[src/rtl/spt_pkg.sv]
`timescale 1ns / 1ps
// ----------------------------------------------------------------------------
// spt_pkg
// Types, sizes and helpers shared by the probe timer table modules.
// ----------------------------------------------------------------------------
package spt_pkg;

    localparam int SESSIONS   = 1024;
    localparam int COUNT_BITS = 20;
    localparam int ID_W       = 10;
    localparam int CFG_W      = 20;
    localparam int CFG_IDX_W  = 1;
    localparam int ADDR_W     = $clog2(SESSIONS);
    localparam int ENTRY_W    = COUNT_BITS + 1;

    localparam logic [CFG_W-1:0] PROBE_INTERVAL_RST = CFG_W'(4883);

    localparam logic [CFG_IDX_W-1:0] REG_PROBE_INTERVAL = CFG_IDX_W'(0);
    localparam logic [CFG_IDX_W-1:0] REG_NODELAY_MODE   = CFG_IDX_W'(1);

    typedef struct packed {
        logic            set_valid;
        logic [ID_W-1:0] set_session;
        logic            clear_valid;
        logic [ID_W-1:0] clear_session;
        logic            event_ready;
    } spt_in_t;

    typedef struct packed {
        logic            set_taken;
        logic            clear_taken;
        logic            event_valid;
        logic            event_kind;
        logic [ID_W-1:0] event_session;
    } spt_out_t;

    typedef struct packed {
        logic                  active;
        logic [COUNT_BITS-1:0] count;
    } spt_entry_t;

    typedef struct packed {
        logic sweep;
        logic accept;
        logic exec;
    } spt_cmd_t;

    typedef struct packed {
        logic sweep_last;
    } spt_status_t;

    function automatic logic id_ok(logic [ID_W-1:0] id);
        return 32'(id) < 32'(SESSIONS);
    endfunction

endpackage

[src/rtl/spt_ctrl.sv]
`timescale 1ns / 1ps
// ----------------------------------------------------------------------------
// spt_ctrl
// Sequencer: clearing pass after reset, then accept / execute per item,
// and the valid flag of the result register.
// ----------------------------------------------------------------------------
module spt_ctrl
    import spt_pkg::*;
(
    input  logic        aclk,
    input  logic        aresetn,
    input  logic        s_valid,
    output logic        s_ready,
    output logic        m_valid,
    input  logic        m_ready,
    output spt_cmd_t    cmd,
    input  spt_status_t status
);

    typedef enum logic [2:0] {
        ST_SWEEP = 3'b001,
        ST_IDLE  = 3'b010,
        ST_EXEC  = 3'b100
    } state_t;

    state_t state_reg, state_next;
    logic   m_valid_reg, m_valid_next;
    logic   out_free;

    assign out_free   = !m_valid_reg || m_ready;
    assign s_ready    = (state_reg == ST_IDLE);
    assign cmd.sweep  = (state_reg == ST_SWEEP);
    assign cmd.accept = s_ready && s_valid;
    assign cmd.exec   = (state_reg == ST_EXEC) && out_free;
    assign m_valid    = m_valid_reg;

    always_comb begin
        state_next = state_reg;
        case (state_reg)
            ST_SWEEP: begin
                if (status.sweep_last) begin
                    state_next = ST_IDLE;
                end
            end
            ST_IDLE: begin
                if (cmd.accept) begin
                    state_next = ST_EXEC;
                end
            end
            ST_EXEC: begin
                if (out_free) begin
                    state_next = ST_IDLE;
                end
            end
            default: begin
                state_next = ST_SWEEP;
            end
        endcase
    end

    always_comb begin
        m_valid_next = m_valid_reg;
        if (cmd.exec) begin
            m_valid_next = 1'b1;
        end else if (m_ready) begin
            m_valid_next = 1'b0;
        end
    end

    always_ff @(posedge aclk) begin
        if (!aresetn) begin
            state_reg   <= ST_SWEEP;
            m_valid_reg <= 1'b0;
        end else begin
            state_reg   <= state_next;
            m_valid_reg <= m_valid_next;
        end
    end

endmodule

[config.mk]
export PLATFORM = sky130hd
export DESIGN_NAME = spt_ctrl
export DESIGN_NICKNAME = d
export VERILOG_FILES = /design/src/rtl/spt_pkg.sv /design/src/rtl/spt_ctrl.sv
export SDC_FILE = /design/constraint.sdc
export NUM_CORES = 1
export LEC_CHECK = 0
export ABC_AREA = 1
export BUFFER_PORTS_ARGS = -buffer_cell sky130_fd_sc_hd__buf_4
export CAP_MARGIN = 15
export CORE_AREA = 3 3 40 42
export DETAILED_ROUTE_END_ITERATION = 7
export DIE_AREA = 0 0 43 45
export PLACE_DENSITY_LB_ADDON = 0.3
export SYNTH_ARGS = -nofsm -noshare
export SYNTH_HDL_FRONTEND = slang
export SYNTH_SLANG_ARGS = --single-unit
export TNS_END_PERCENT = 1
[constraint.sdc]
create_clock -name aclk -period 1.15 [get_ports aclk]
set_clock_uncertainty 0.2 [all_clocks]
set_input_delay 0.0575 -clock aclk [delete_from_list [all_inputs] [get_ports aclk]]
set_output_delay 0.0575 -clock aclk [all_outputs]
set_load 0.05 [all_outputs]
# After elaboration in Yosys (flattened, before gate mapping)
# Index checks and enable logic that the tools add are counted.
[word_totals] reg_bits=4 inputBits=5 out_inout_bits=5
[classes] n_eq_ne=6 n_mux=6 n_reduce_logical=6
[ops] operator="$mux 3" n=3
[ops] operator="$pmux 3 s3" n=1
[ops] operator="$ne 2x1->1 const B" n=2
[ops] operator="$eq 3x1->1 const B" n=1
[ops] operator="$eq 3x2->1 const B" n=1
[ops] operator="$eq 3x3->1 const B" n=1
[ops] operator="$reduce_and 3->1" n=1
[ops] operator="$logic_and 1x1->1" n=2
[ops] operator="$mux 1" n=2
[ops] operator="$ne 2x2->1 const B" n=1
[ops] operator="$reduce_bool 2->1" n=1
[ops] operator="$logic_not 1->1" n=1
[ops] operator="$logic_or 1x1->1" n=1

# Depth between registers and ports, before layout
[depth] ltp_word=4 ltp_mapped=5 mapped_depth_nobuf=5

# Worst setup path after synthesis
# No wires, ideal clock.
[synth_timing] path_type="register to register" from="register m_valid_reg (netlist: m_valid)" to="register state_reg[1]" arrival_ns=1.098 path_slack_ns=-0.261 stages_incl_launch_ff=6 path_buffers=0 period_less_slack_ns=1.411 cell_sequence="dfxtp_1 > inv_1 > nor2_4 > nand3_1 > nand3_1 > nor2_1"
[synth_via] elab_chain_cells=4
[synth_lines] item="from (decl)" line="spt_ctrl.sv:27" text="logic m_valid_reg, m_valid_next;"
[synth_lines] item="from (signal assigned)" line="spt_ctrl.sv:76" text="m_valid_reg <= m_valid_next;"
[synth_lines] item="$logic_not 1->1" line="spt_ctrl.sv:30" text="assign out_free = !m_valid_reg || m_ready;"
[synth_lines] item="$logic_or 1x1->1" line="spt_ctrl.sv:30"
[synth_lines] item="$ne 2x2->1 (no source line)"
[synth_lines] item="$reduce_and 3->1 (no source line)"
[synth_lines] item="to (signal assigned)" line="spt_ctrl.sv:75" text="state_reg <= state_next;"
[synth_lines] item="to (decl)" line="spt_ctrl.sv:26" text="state_t state_reg, state_next;"
# Every way passes these cells.
# A chain may end at the register's enable or synchronous reset.

# Final worst setup path
[layout_timing] from="register state_reg[1]" to="register state_reg[1]"
[layout_via] elab_chain_cells=4 word_cells_on_any_way=9
[layout_lines] item="$eq 3x2->1" line="spt_ctrl.sv:31, spt_ctrl.sv:39"
[layout_lines] item="$logic_and 1x1->1" line="spt_ctrl.sv:33" text="assign cmd.accept = s_ready && s_valid;"
[layout_lines] item="$ne 2x1->1 (no source line)"
[layout_lines] item="$reduce_and 3->1 (no source line)"
# Several ways; a longest one is shown, not always the timed one.

==> reports/results.tsv <==
metric	value	unit
Cells after Synth	33	
max FFs per register	3	
status	finished with violations	
clk buf depth	2	
CTS H-tree lvls	1	
RSZ-0062 raised after global routing	yes	
critical path's most frequent cell	buf_4	
Critical Path End Type	register	
register area share after synthesis	33.7	%
grt total ovfl	0	
initial core utilization	18.5	%
GR Util All Layers	6.67	%
clk root buf	clkbuf_4	
Site Rows	13	
CTS Hold Buffers Added	2	
DRT Pass-1 Iters	1	
CTS Buf Count	3	
buffers added on ports	9	
netlist area before placement	238	µm²
worst path arrival time	1.27	ns
synth unique cells	14	
Detail Route Antenna Nets	0	
hold path cells	4	
Leak	0.209	nW
WS Path Type	register to register	
pwr dens	1420	mW/mm²
CP Buf/Inv Count	3	
vias in the first global route	240	
Crit Path Max Fanout	5	
die area	0.00194	mm²
FF-to-FF path depth	7	
min-delay worst type	primary input to register	
first-pass GRT wire length	903	µm
final hold violations	3	
hold slack	-0.0664	ns
Max-Cap Viols	0	
Yosys warning count	0	
R2R Setup Slk	-0.16	ns
required time worst endpoint	1.12	ns
Startpoint Class	register	
final instance area	424	µm²
die width	43	µm
CTS sink cnt	4	
DP Wirelength	399	µm
vias post-DR	256	
DRC Markers	0	
post-synthesis average cell area	7.20	µm²
WHS Endpoint	state_reg[1]$_SDFFE_PN0P_	
total power draw	602	µW
Area after DPL	320	µm²
core region area	0.00128	mm²
Skew-Pair Late Insertion Delay	0.24	ns
maximum vdd ir drop	0.570	mV
Worst-path clk slew	0.04	ns
area delta synth->final	78.4	%
violated checks	hold timing, setup timing	
layout cells sized above 1	58.8	%
DIE HEIGHT	45	µm
initial antenna violation count	0	
worst rel slew slack	91.0	%
Slowest cell on crit path	dfxtp_2	
reg-to-reg endpoint	state_reg[1]$_SDFFE_PN0P_	
#FFs+latches synth	4	
worst-margin pin slew	0.135	ns
fin crit share	114	%
CP peak stage delay	0.38	ns
gpl congestion	0.678	
crit-path leading delay family	flip-flops	
IO Count	10	
Max Clk Rate	0.765	GHz
# fillers	147	
Slew Viols, Final	0	
First DRT Iteration DRCs	0	
DR WL/cell	8.18	µm
worst setup margin	-0.157	ns
WL final	540	µm
routed vias/inst	3.88	
crit path time final	1.31	ns
Crit Reg-Reg Startpoint	state_reg[1]$_SDFFE_PN0P_	
CTS tree	yes	
crit-path cells	nor2_4 -> buf_4 -> buf_4 -> buf_4 -> nand3_1 -> nand3_1 -> nor2_1	
Layout Nets	57	
min-delay src	s_valid	
synthesized net count	38	
largest net degree at the start of global routing	6	
Setup Viol. Count Final	6	
Antenna diodes	0	
==> through the flow <==
stage | TNS [ns] | util [%] | setup slack (ns) | cells
after floorplan | 0 | - | 0.00339 | 33
after global placement | 0 | 24.9 | 0.0440 | 56
after detailed placement | 0 | 24.9 | 0.0373 | 56
after CTS | -0.713 | 32.6 | -0.168 | 66
after global routing | -1.11 | 33.0 | -0.220 | 66
final | -0.719 | 33.0 | -0.157 | 66
==> tightest hold or removal path: cells and delay by family <==
kind	cells	cell delay, ns
buffers and inverters	1	0.08
and+or+nand+nor	3	0.18
==> cell usage after synthesis, drive strengths merged <==
library cell	n	area, µm²
a21oi	1	5.00
nand4	1	6.26
nand2	2	10.0
buf	1	7.51
nand3	6	35.0
nand3b	1	7.51
inv	8	30.0
dfxtp	4	80.1
nor2	9	56.3
==> timing repair <==
| action | 4_1_cts | 5_1_grt |
|---|---|---|
| endpoints found under the setup margin | 4 | 7 |
| gates resized for setup | 10 | 1 |
| pin swaps | 3 | 1 |
| endpoints found under the hold margin | 4 | 3 |
| setup buffers | 4 | 0 |
==> worst max path at each step <==
stage	from	endpoint	slack, ns	cells after the start
2_1_floorplan	m_valid$_SDFFE_PN0P_	state_reg[1]$_SDFFE_PN0P_	0.003	5
3_3_place_gp	state_reg[1]$_SDFFE_PN0P_	state_reg[1]$_SDFFE_PN0P_	0.04	4
3_5_place_dp	state_reg[1]$_SDFFE_PN0P_	state_reg[1]$_SDFFE_PN0P_	0.04	4
4_1_cts	state_reg[1]$_SDFFE_PN0P_	cmd[0]	-0.17	4
5_1_grt	state_reg[1]$_SDFFE_PN0P_	cmd[0]	-0.22	4
6_report	state_reg[1]$_SDFFE_PN0P_	state_reg[1]$_SDFFE_PN0P_	-0.16	7
==> cells in the final DEF (no fill, tap or decap) <==
| cell type | count |
|---|---|
| nor2_2 | 2 |
| nor2_4 | 3 |
| buf_6 | 3 |
| dfxtp_2 | 3 |
| nor2_1 | 4 |
| nand2_2 | 1 |
| clkbuf_4 | 3 |
| nand2_1 | 1 |
| buf_4 | 9 |
| nand3_1 | 5 |
| nand4_1 | 1 |
| buf_8 | 1 |
| inv_1 | 5 |
| dlygate4sd3_1 | 2 |
| clkbuf_1 | 1 |
| dfxtp_4 | 1 |
| nand3_2 | 1 |
| a21oi_1 | 1 |
| inv_2 | 3 |
| nand3b_1 | 1 |
==> power breakdown <==
group / internal (mW) / switching [mW] / total, mW
logic: 0.103 / 0.126 / 0.229
clock network: 0.131 / 0.0630 / 0.194
registers: 0.156 / 0.0237 / 0.180
==> cell type report <==
type,count,area (µm²),share of cell area [%]
Tap cell,15,18.8,4.42
Multi-Input combinational cell,20,125,29.5
Clock buffer,4,26.3,6.19
Timing Repair Buffer,15,136,32.2
Sequential cell,4,87.6,20.6
Inverter,8,30.0,7.08
==> logic make-up after synthesis <==
logic type	after synthesis	share of synthesized area [%]
compound gates	1	2.10
flops	4	33.7
buf+inv	9	15.8
simple gates	19	48.4
==> layer usage <==
metal | GRT usage, % | share of wire, % | vias up
li1 | - | - | 136
met3 | 3.59 | 5.7 | 0
met4 | 3.61 | 0 | 0
met1 | 7.25 | 41 | 115
met5 | 0 | 0 | -
met2 | 10.5 | 54 | 5
No activity file was read; power rests on OpenSTA's default activity.
